$ cat src/rtl/core/sha1_stream_hasher_defines.svh
`ifndef SHA1_STREAM_HASHER_DEFINES_SVH
`define SHA1_STREAM_HASHER_DEFINES_SVH

// same-cycle implication, held off during reset
`define SHA1SH_ASSERT_IMP(label, clk, rst_n, ante, cons, msg) \
    label: assert property (@(posedge clk) disable iff (!(rst_n)) (ante) |-> (cons)) \
        else $error(msg);

// next-cycle implication, held off during reset
`define SHA1SH_ASSERT_NXT(label, clk, rst_n, ante, cons, msg) \
    label: assert property (@(posedge clk) disable iff (!(rst_n)) (ante) |=> (cons)) \
        else $error(msg);

`endif

$ cat src/rtl/core/sha1sh_pkg.sv
`default_nettype none

package sha1sh_pkg;

    localparam int FILL_W   = 6;
    localparam int ROUND_W  = 7;
    localparam int ROUNDS   = 80;
    localparam int TOTAL_W  = 61;
    localparam int SCHED_W  = 512;
    localparam int OCNT_W   = 3;

    // byte source for the schedule shifter
    localparam logic [1:0] SEL_IN  = 2'd0;
    localparam logic [1:0] SEL_80  = 2'd1;
    localparam logic [1:0] SEL_00  = 2'd2;
    localparam logic [1:0] SEL_LEN = 2'd3;

    localparam logic [31:0] K_CONST [4] = '{
        32'h5A827999, 32'h6ED9EBA1, 32'h8F1BBCDC, 32'hCA62C1D6
    };

    localparam logic [31:0] H_INIT [5] = '{
        32'h67452301, 32'hEFCDAB89, 32'h98BADCFE, 32'h10325476, 32'hC3D2E1F0
    };

    typedef struct packed {
        logic       shift_byte;
        logic [1:0] byte_sel;
        logic [2:0] len_sel;
        logic       count_byte;
        logic       init_work;
        logic       round;
        logic [1:0] phase;
        logic       add;
        logic       capture;
    } t_cmd;

    typedef struct packed {
        logic dig_busy;
    } t_status;

endpackage

`default_nettype wire

$ cat src/rtl/core/sha1sh_datapath.sv
`default_nettype none

module sha1sh_datapath (
    input  wire                 i_clk,
    input  wire                 i_rst_n,
    input  sha1sh_pkg::t_cmd    i_cmd,
    input  wire  [7:0]          i_byte,
    output sha1sh_pkg::t_status o_status,
    output logic                o_m_tvalid,
    input  wire                 i_m_tready,
    output logic [31:0]         o_m_tdata,   // digest_word[31:0]
    output logic                o_m_tlast    // digest_last
);
    import sha1sh_pkg::*;

    logic [SCHED_W-1:0]  r_sched;
    logic [31:0]         r_h [5];
    logic [31:0]         r_w [5];
    logic [TOTAL_W-1:0]  r_total;
    logic [159:0]        r_dig;
    logic [OCNT_W-1:0]   r_cnt;

    logic [63:0] len_bits;
    logic [7:0]  len_bytes [8];
    logic [7:0]  push_byte;
    logic [31:0] w0, w2, w8, w13, w_new, f_val, t_val;
    logic        out_fire;

    assign len_bits = {r_total, 3'b000};

    always_comb begin
        for (int k = 0; k < 8; k++) begin
            len_bytes[k] = len_bits[(7 - k) * 8 +: 8];
        end
    end

    always_comb begin
        case (i_cmd.byte_sel)
            SEL_IN:  push_byte = i_byte;
            SEL_80:  push_byte = 8'h80;
            SEL_00:  push_byte = 8'h00;
            SEL_LEN: push_byte = len_bytes[i_cmd.len_sel];
            default: push_byte = 8'h00;
        endcase
    end

    // window holds W[t..t+15], W[t] in the top word
    assign w0    = r_sched[511:480];
    assign w2    = r_sched[447:416];
    assign w8    = r_sched[255:224];
    assign w13   = r_sched[95:64];
    assign w_new = {(w13[30:0] ^ w8[30:0] ^ w2[30:0] ^ w0[30:0]),
                    (w13[31] ^ w8[31] ^ w2[31] ^ w0[31])};

    always_comb begin
        case (i_cmd.phase)
            2'd0:    f_val = (r_w[1] & r_w[2]) | (~r_w[1] & r_w[3]);
            2'd2:    f_val = (r_w[1] & r_w[2]) | (r_w[1] & r_w[3]) | (r_w[2] & r_w[3]);
            default: f_val = r_w[1] ^ r_w[2] ^ r_w[3];
        endcase
    end

    assign t_val = {r_w[0][26:0], r_w[0][31:27]} + f_val + r_w[4] + w0
                 + K_CONST[i_cmd.phase];

    always_ff @(posedge i_clk) begin
        if (i_cmd.shift_byte) begin
            r_sched <= {r_sched[SCHED_W-9:0], push_byte};
        end else if (i_cmd.round) begin
            r_sched <= {r_sched[SCHED_W-33:0], w_new};
        end
    end

    always_ff @(posedge i_clk) begin
        if (!i_rst_n) begin
            for (int k = 0; k < 5; k++) begin
                r_h[k] <= H_INIT[k];
                r_w[k] <= '0;
            end
            r_total <= '0;
        end else begin
            if (i_cmd.count_byte) begin
                r_total <= r_total + TOTAL_W'(1);
            end
            if (i_cmd.init_work) begin
                for (int k = 0; k < 5; k++) begin
                    r_w[k] <= r_h[k];
                end
            end else if (i_cmd.round) begin
                r_w[0] <= t_val;
                r_w[1] <= r_w[0];
                r_w[2] <= {r_w[1][1:0], r_w[1][31:2]};
                r_w[3] <= r_w[2];
                r_w[4] <= r_w[3];
            end
            if (i_cmd.add) begin
                for (int k = 0; k < 5; k++) begin
                    r_h[k] <= r_h[k] + r_w[k];
                end
            end else if (i_cmd.capture) begin
                for (int k = 0; k < 5; k++) begin
                    r_h[k] <= H_INIT[k];
                end
                r_total <= '0;
            end
        end
    end

    assign out_fire = o_m_tvalid && i_m_tready;

    always_ff @(posedge i_clk) begin
        if (i_cmd.capture) begin
            r_dig <= {r_h[0], r_h[1], r_h[2], r_h[3], r_h[4]};
        end else if (out_fire) begin
            r_dig <= {r_dig[127:0], 32'h0};
        end
    end

    always_ff @(posedge i_clk) begin
        if (!i_rst_n) begin
            r_cnt <= '0;
        end else if (i_cmd.capture) begin
            r_cnt <= OCNT_W'(5);
        end else if (out_fire) begin
            r_cnt <= r_cnt - OCNT_W'(1);
        end
    end

    assign o_m_tvalid        = (r_cnt != '0);
    assign o_m_tdata         = r_dig[159:128];
    assign o_m_tlast         = (r_cnt == OCNT_W'(1));
    assign o_status.dig_busy = (r_cnt != '0);

endmodule

`default_nettype wire

$ cat src/rtl/core/sha1sh_ctrl.sv
`default_nettype none
`include "sha1_stream_hasher_defines.svh"

module sha1sh_ctrl (
    input  wire                 i_clk,
    input  wire                 i_rst_n,
    input  wire                 i_s_tvalid,
    output logic                o_s_tready,
    input  wire                 i_byte_valid,
    input  wire                 i_eom,
    input  sha1sh_pkg::t_status i_status,
    output sha1sh_pkg::t_cmd    o_cmd
);
    import sha1sh_pkg::*;

    localparam logic [2:0] S_IDLE  = 3'd0;
    localparam logic [2:0] S_PAD   = 3'd1;
    localparam logic [2:0] S_ROUND = 3'd2;
    localparam logic [2:0] S_ADD   = 3'd3;
    localparam logic [2:0] S_DONE  = 3'd4;

    logic [2:0]         r_state, n_state;
    logic [FILL_W-1:0]  r_fill, n_fill;
    logic [ROUND_W-1:0] r_round, n_round;
    logic               r_sent80, n_sent80;
    logic               r_lenph, n_lenph;
    logic               r_pad, n_pad;
    logic               r_final, n_final;
    logic               len_now;

    // length bytes go in at offsets 56..63 of the last block
    assign len_now = r_sent80 && (r_lenph || (r_fill == FILL_W'(56)));

    always_comb begin
        n_state  = r_state;
        n_fill   = r_fill;
        n_round  = r_round;
        n_sent80 = r_sent80;
        n_lenph  = r_lenph;
        n_pad    = r_pad;
        n_final  = r_final;
        o_cmd    = '0;
        if (r_round < ROUND_W'(20)) begin
            o_cmd.phase = 2'd0;
        end else if (r_round < ROUND_W'(40)) begin
            o_cmd.phase = 2'd1;
        end else if (r_round < ROUND_W'(60)) begin
            o_cmd.phase = 2'd2;
        end else begin
            o_cmd.phase = 2'd3;
        end
        o_s_tready = (r_state == S_IDLE);

        case (r_state)
            S_IDLE: begin
                if (i_s_tvalid) begin
                    if (i_byte_valid) begin
                        o_cmd.shift_byte = 1'b1;
                        o_cmd.byte_sel   = SEL_IN;
                        o_cmd.count_byte = 1'b1;
                        n_fill           = r_fill + FILL_W'(1);
                        if (r_fill == FILL_W'(63)) begin
                            o_cmd.init_work = 1'b1;
                            n_round         = '0;
                            n_pad           = i_eom;
                            n_final         = 1'b0;
                            n_state         = S_ROUND;
                        end else if (i_eom) begin
                            n_state = S_PAD;
                        end
                    end else if (i_eom) begin
                        n_state = S_PAD;
                    end
                end
            end
            S_PAD: begin
                o_cmd.shift_byte = 1'b1;
                n_fill           = r_fill + FILL_W'(1);
                if (!r_sent80) begin
                    o_cmd.byte_sel = SEL_80;
                    n_sent80       = 1'b1;
                end else if (len_now) begin
                    o_cmd.byte_sel = SEL_LEN;
                    o_cmd.len_sel  = r_fill[2:0];
                    n_lenph        = 1'b1;
                end else begin
                    o_cmd.byte_sel = SEL_00;
                end
                if (r_fill == FILL_W'(63)) begin
                    o_cmd.init_work = 1'b1;
                    n_round         = '0;
                    n_pad           = 1'b1;
                    n_final         = r_sent80 && len_now;
                    n_state         = S_ROUND;
                end
            end
            S_ROUND: begin
                o_cmd.round = 1'b1;
                n_round     = r_round + ROUND_W'(1);
                if (r_round == ROUND_W'(ROUNDS - 1)) begin
                    n_round = '0;
                    n_state = S_ADD;
                end
            end
            S_ADD: begin
                o_cmd.add = 1'b1;
                if (r_final) begin
                    n_state = S_DONE;
                end else if (r_pad) begin
                    n_state = S_PAD;
                end else begin
                    n_state = S_IDLE;
                end
            end
            S_DONE: begin
                // wait until the previous digest has drained
                if (!i_status.dig_busy) begin
                    o_cmd.capture = 1'b1;
                    n_fill        = '0;
                    n_sent80      = 1'b0;
                    n_lenph       = 1'b0;
                    n_pad         = 1'b0;
                    n_final       = 1'b0;
                    n_state       = S_IDLE;
                end
            end
            default: begin
                n_state = S_IDLE;
            end
        endcase
    end

    always_ff @(posedge i_clk) begin
        if (!i_rst_n) begin
            r_state  <= S_IDLE;
            r_fill   <= '0;
            r_round  <= '0;
            r_sent80 <= 1'b0;
            r_lenph  <= 1'b0;
            r_pad    <= 1'b0;
            r_final  <= 1'b0;
        end else begin
            r_state  <= n_state;
            r_fill   <= n_fill;
            r_round  <= n_round;
            r_sent80 <= n_sent80;
            r_lenph  <= n_lenph;
            r_pad    <= n_pad;
            r_final  <= n_final;
        end
    end

    `SHA1SH_ASSERT_NXT(a_final_to_done, i_clk, i_rst_n, (r_state == S_ADD) && r_final, r_state == S_DONE, "final compression did not lead to digest capture")
    `SHA1SH_ASSERT_IMP(a_capture_free, i_clk, i_rst_n, o_cmd.capture, !i_status.dig_busy, "digest captured over an undrained digest")
    `SHA1SH_ASSERT_NXT(a_round_start, i_clk, i_rst_n, o_cmd.init_work, (r_state == S_ROUND) && (r_round == '0) && (r_fill == '0), "compression started off a block boundary")
    `SHA1SH_ASSERT_IMP(a_final_len, i_clk, i_rst_n, r_final && (r_state == S_ROUND), r_sent80 && r_lenph, "final block without padding and length")

endmodule

`default_nettype wire

$ cat src/rtl/core/sha1_stream_hasher.sv
// SHA-1 over a byte stream.
// Input channel (s_axis): tdata[7:0] is the message byte, tuser says the byte is
// present, tlast marks the final item of a message. An item with tuser low and
// tlast high ends the message without adding a byte.
// Output channel (m_axis): five items per message, digest words A, B, C, D, E in
// tdata[31:0]; tlast is high on E.
// Block flow: the 64th byte of a block starts an 80-round compression at one
// round per cycle, followed by the chaining add. tready is low during the
// compression.
// Message end: padding is shifted in one byte per cycle up to the block end,
// then compressed; this takes one or two blocks, and the last compression is
// followed by the digest capture.
// The digest sits in its own output register, so the next message can be taken
// while the receiver stalls; only a second message end waits until all five
// words of the previous digest are taken.
// Reset (i_rst_n low, synchronous) loads the initial chaining values, clears the
// byte count and drops any pending digest.
`default_nettype none

module sha1_stream_hasher (
    input  wire         i_clk,
    input  wire         i_rst_n,
    input  wire         s_axis_tvalid,
    output logic        s_axis_tready,
    input  wire  [7:0]  s_axis_tdata,   // msg_byte[7:0]
    input  wire         s_axis_tuser,   // byte_valid
    input  wire         s_axis_tlast,   // end_of_message
    output logic        m_axis_tvalid,
    input  wire         m_axis_tready,
    output logic [31:0] m_axis_tdata,   // digest_word[31:0]
    output logic        m_axis_tlast    // digest_last
);
    import sha1sh_pkg::*;

    t_cmd    cmd;
    t_status status;

    sha1sh_ctrl u_ctrl (
        .i_clk        (i_clk),
        .i_rst_n      (i_rst_n),
        .i_s_tvalid   (s_axis_tvalid),
        .o_s_tready   (s_axis_tready),
        .i_byte_valid (s_axis_tuser),
        .i_eom        (s_axis_tlast),
        .i_status     (status),
        .o_cmd        (cmd)
    );

    sha1sh_datapath u_datapath (
        .i_clk      (i_clk),
        .i_rst_n    (i_rst_n),
        .i_cmd      (cmd),
        .i_byte     (s_axis_tdata),
        .o_status   (status),
        .o_m_tvalid (m_axis_tvalid),
        .i_m_tready (m_axis_tready),
        .o_m_tdata  (m_axis_tdata),
        .o_m_tlast  (m_axis_tlast)
    );

endmodule

`default_nettype wire
$ cat config.mk
export PLATFORM = sky130hd
export DESIGN_NAME = sha1_stream_hasher
export DESIGN_NICKNAME = d
export VERILOG_FILES = /design/src/rtl/core/sha1sh_pkg.sv /design/src/rtl/core/sha1sh_datapath.sv /design/src/rtl/core/sha1sh_ctrl.sv /design/src/rtl/core/sha1_stream_hasher.sv
export VERILOG_INCLUDE_DIRS = /design/src /design/src/rtl/core
export SDC_FILE = /design/constraint.sdc
export NUM_CORES = 2
export LEC_CHECK = 0
export ABC_CLOCK_PERIOD_IN_PS = 31900
export BUFFER_PORTS_ARGS = -buffer_cell sky130_fd_sc_hd__buf_2
export CELL_PAD_IN_SITES_DETAIL_PLACEMENT = 1
export CELL_PAD_IN_SITES_GLOBAL_PLACEMENT = 2
export CORE_UTILIZATION = 33
export DETAILED_ROUTE_END_ITERATION = 10
export PLACE_DENSITY_LB_ADDON = 0.1
export SYNTH_ARGS = -nofsm -noshare
export SYNTH_HDL_FRONTEND = slang
export SYNTH_SLANG_ARGS = --single-unit
$ cat constraint.sdc
create_clock -name i_clk -period 31.9 [get_ports i_clk]
set_clock_uncertainty 0.15 [all_clocks]
set_input_delay 6.38 -clock i_clk [delete_from_list [all_inputs] [get_ports i_clk]]
set_output_delay 6.38 -clock i_clk [all_outputs]
set_load 0.02 [all_outputs]
==> metrics.log <==
INFO  metric crit_path_max_fanout = about 110
INFO  metric grt.met2_usage = 35.7%
INFO  metric internal_reg_to_reg_setup_slack = around 24 ns
INFO  metric synth.lib_cells_used.distinct = 99
INFO  metric cts-buffers-inserted = roughly 140
INFO  metric globalplace.congestion = between 0.8 and 0.9
INFO  metric run_status = finished with violations
INFO  metric die_x = roughly 420 µm
INFO  metric cts_root_buffer = clkbuf_16
INFO  metric vias_in_the_first_global_route = 43800
INFO  metric hp-class = reg -> reg
INFO  metric holdBufCountCts = 0
INFO  metric cts.path.max_buffers = 3
INFO  metric critical-path-max-stage-delay = 0.92 ns
INFO  metric number_of_enable_flip_flop_cells_after_synthesis = 992
INFO  metric grt_overall_usage = between 20% and 30%
INFO  metric power.ir.vdd_worst = between 40 and 50 µV
INFO  metric grt_setup_unrepaired = no
INFO  metric post_synthesis_area_per_instance = 9.90 µm²
INFO  metric worst_ep_required_time = around 32 ns
INFO  metric setup_viol_count_final = 0
INFO  metric synth_top_flop_cell = edfxtp_1
INFO  metric grt_first_pass_wirelength = approximately 280000 µm
INFO  metric synth-warning-count = 0
INFO  metric post_synth_inst_count = a little under 6000
INFO  metric floorplan.die_area = between 150000 and 200000 µm²
INFO  metric global_route.overflow_total = 0
INFO  metric drv_slew = 0
INFO  metric clock_tree_from_tritoncts = built
INFO  metric drt_drc_violations_left = 6
INFO  metric io_pins = around 50
INFO  metric synth_async_sr_flop_share = 0%
INFO  metric postCtsResizedCells = 0
INFO  metric hold_viol_final = 0
INFO  metric worst_setup_path_startpoint = s_axis_tvalid
INFO  metric path_cells = buf_2 > and2_1 > o21ai_4 > buf_4 > buf_4 > buf_4 > buf_4 > o21ai_0
INFO  metric reg2reg_to = u_datapath.r_w[0][31]
INFO  metric worstSetupPathType = in -> reg
INFO  metric failed_checks = DRC
INFO  metric total_negative_slack = 0 ns
INFO  metric port-buffer-count = 48
INFO  metric mappedNetlistNets = around 6300
INFO  metric reg2regPathDepth = 24
INFO  metric synth-seq-area-share = between 50 and 60%
INFO  metric synth.cell_area = roughly 59000 µm²
INFO  metric drt_first_iter_violations = 2312
INFO  metric cts.sinks = approximately 1100
INFO  metric startpoint_type = primary input
INFO  metric ys_ff_latch = 1076
INFO  metric drt_first_pass_iters = 10
INFO  metric detail_route.vias_per_cell = 4.99
INFO  metric netlist_top_cells_area = edfxtp_1 51%, nand2_1 14%, fa_1 4.3%
INFO  metric finish.cell_count_without_fillers = between 8000 and 9000
INFO  metric fp.dieH = roughly 420 µm
INFO  metric post-route-period-util = a little under a third
INFO  metric critical-path-top-cell-by-count = buf_4
INFO  metric post_cts_buffers = 0
INFO  metric timing.critical_path.to_type = flop
INFO  metric leakagePower = ~26 nW
INFO  metric grt.met3_usage = ~2.3%
INFO  metric groute.layer.met1.usage = between 20% and 30%
INFO  metric critical_path.reg2reg.startpoint = u_ctrl.r_round[3]
INFO  metric dp_cells = between 8000 and 9000
INFO  metric nNetsFinal = 6222
INFO  metric grt_antenna_before_repair = 2
INFO  metric route.detailed.wl_per_inst = 22.1 µm
INFO  metric critical-path-slowest-cell = buf_4
INFO  metric via_count = 41600
INFO  metric worst-slew-pin-transition = 1.17 ns
INFO  metric synth_top_area_share = between 50% and 60%
INFO  metric placement_rows = between 150 and 200
INFO  metric netlist.top_cell.by_area = edfxtp_1
INFO  metric placed_wire_length_estimate = around 130000 µm
INFO  metric post-route-min-period = 9.63 ns
INFO  metric effective_utilization_at_floorplan = 33.3%
INFO  metric globalRoute.busiestLayer = met2
INFO  metric drt.antenna.violating_nets = 0
INFO  metric htreeDepth = 4
INFO  metric powerDensity = 74.8 nW/µm²
INFO  metric floorplan_core_area = around 180000 µm²
INFO  metric grt_start_max_net_pins = between 150 and 200
INFO  metric worst_setup_path_endpoint = u_datapath.r_sched[489]
INFO  metric achievable-frequency = 104 MHz
INFO  metric maxSlewHeadroom = 22.1%
INFO  metric maxCapViolCount = 0
INFO  metric drive_above_1_share = about 5.9%
INFO  metric worst_skew_pair.late_latency = roughly 0.78 ns
INFO  metric wl = 184000 µm
INFO  metric clk_pin_slew = roughly 0.06 ns
INFO  metric syn_to_final_growth = 11.4%
INFO  metric critical_path_arrival = ~10 ns
sequential cells by signal (all words and copies together) (netlist names):
signal              cells
u_datapath.r_sched    512
u_datapath.r_dig      160
u_datapath.r_h        160
u_datapath.r_w        160
u_datapath.r_total     61
u_ctrl.r_round          7
u_ctrl.r_fill           6
u_ctrl.r_state          3
u_datapath.r_cnt        3
u_ctrl.r_final          1
u_ctrl.r_lenph          1
u_ctrl.r_pad            1
u_ctrl.r_sent80         1
cells in the mapped netlist, types with 58 or more instances:
library cell / n
dfxtp_1: 84
inv_1: 294
ha_1: 198
o21ai_0: 238
nor3_1: 58
fa_1: 125
edfxtp_1: 992
a21o_1: 88
xor2_1: 118
xnor2_1: 170
nand2_1: 2134
clkbuf_1: 215
nor2_1: 260
a21oi_1: 173
through the flow:
| step | hold WS, ns | cell area, µm² | total power, W | setup WS (ns) | utilization (%) |
|---|---|---|---|---|---|
| after floorplan | 0.304 | 58700 | 0.00305 | 12.52 | - |
| after global placement | 0.320 | 61200 | 0.00345 | 21.41 | 34.7 |
| after global routing | 0.362 | 65400 | 0.00518 | 21.98 | 37.1 |
| after detailed placement | 0.326 | 61200 | 0.00346 | 21.41 | 34.7 |
| final | 0.339 | 65400 | 0.00489 | 22.27 | 37.1 |
| after CTS | 0.341 | 65400 | 0.00499 | 22.24 | 37.1 |
layout by cell type (no fill, tap or decap), types with 44 or more instances in the layout:
master and instances:
nand2_1 2131, edfxtp_1 992, inv_1 294, nor2_1 257
o21ai_0 238, ha_1 198, a21oi_1 172, xnor2_1 170
clkbuf_16 141, fa_1 125, xor2_1 118, a21o_1 88
dfxtp_1 84, nor3_1 57, nand3_1 52, and2_1 50
buf_2 48, a211oi_1 47, buf_4 47, mux2i_1 44
or3_1 44, o21a_1 44
power breakdown:
group | internal [W] | switching, W
clock network | 0.000841 | 0.000651
logic | 0.000453 | 0.000844
registers | 0.00192 | 0.000182
how the worst min path moves through the flow:
stage	startpoint	end	slack, ns	cells after the start
after global placement	u_ctrl.r_sent80	u_ctrl.r_sent80	0.32	2
final	u_ctrl.r_sent80	u_ctrl.r_sent80	0.34	2
after floorplan	u_ctrl.r_sent80	u_ctrl.r_sent80	0.30	2
after detailed placement	u_ctrl.r_sent80	u_ctrl.r_sent80	0.33	2
after global routing	u_datapath.r_total[20]	u_datapath.r_total[20]	0.36	2
after CTS	u_ctrl.r_sent80	u_ctrl.r_sent80	0.34	2
routing by layer:
| layer | wire (µm) | vias up | share of wire [%] |
|---|---|---|---|
| li1 | - | 20100 | - |
| met1 | 84400 | 21000 | 46 |
| met2 | 91900 | 384 | 50 |
| met3 | 4110 | 190 | 2.2 |
| met4 | 3520 | 0 | 1.9 |
| met5 | 0 | - | 0 |
layout make-up:
cell class,count,area [µm²]
clock inverters,62,472
fillers,20000,111000
diodes,1,2.50
well taps,2340,2930
repair buffers,98,653
flip-flops and latches,1076,31500
clock buffers,182,3720
inverters,295,1110
multi-input cells,4276,25000
cell families after synthesis:
logic type	after synthesis	share of synthesized area, %
and+or+nand+nor	2783	19.4
DFF	1076	53.6
AOI/OAI and AO/OA	833	9.38
buffers and inverters	578	3.96
adders and majority gates	323	8.48
xor gates and xnor gates	288	4.30
muxes	49	0.865
worst max-delay path: cells and delay by family:
kind	cells	cell delay, ns
buf+inv	5	2.82
compound gates	2	0.31
simple gates	1	0.25
No activity file was read; power rests on OpenSTA's default activity.
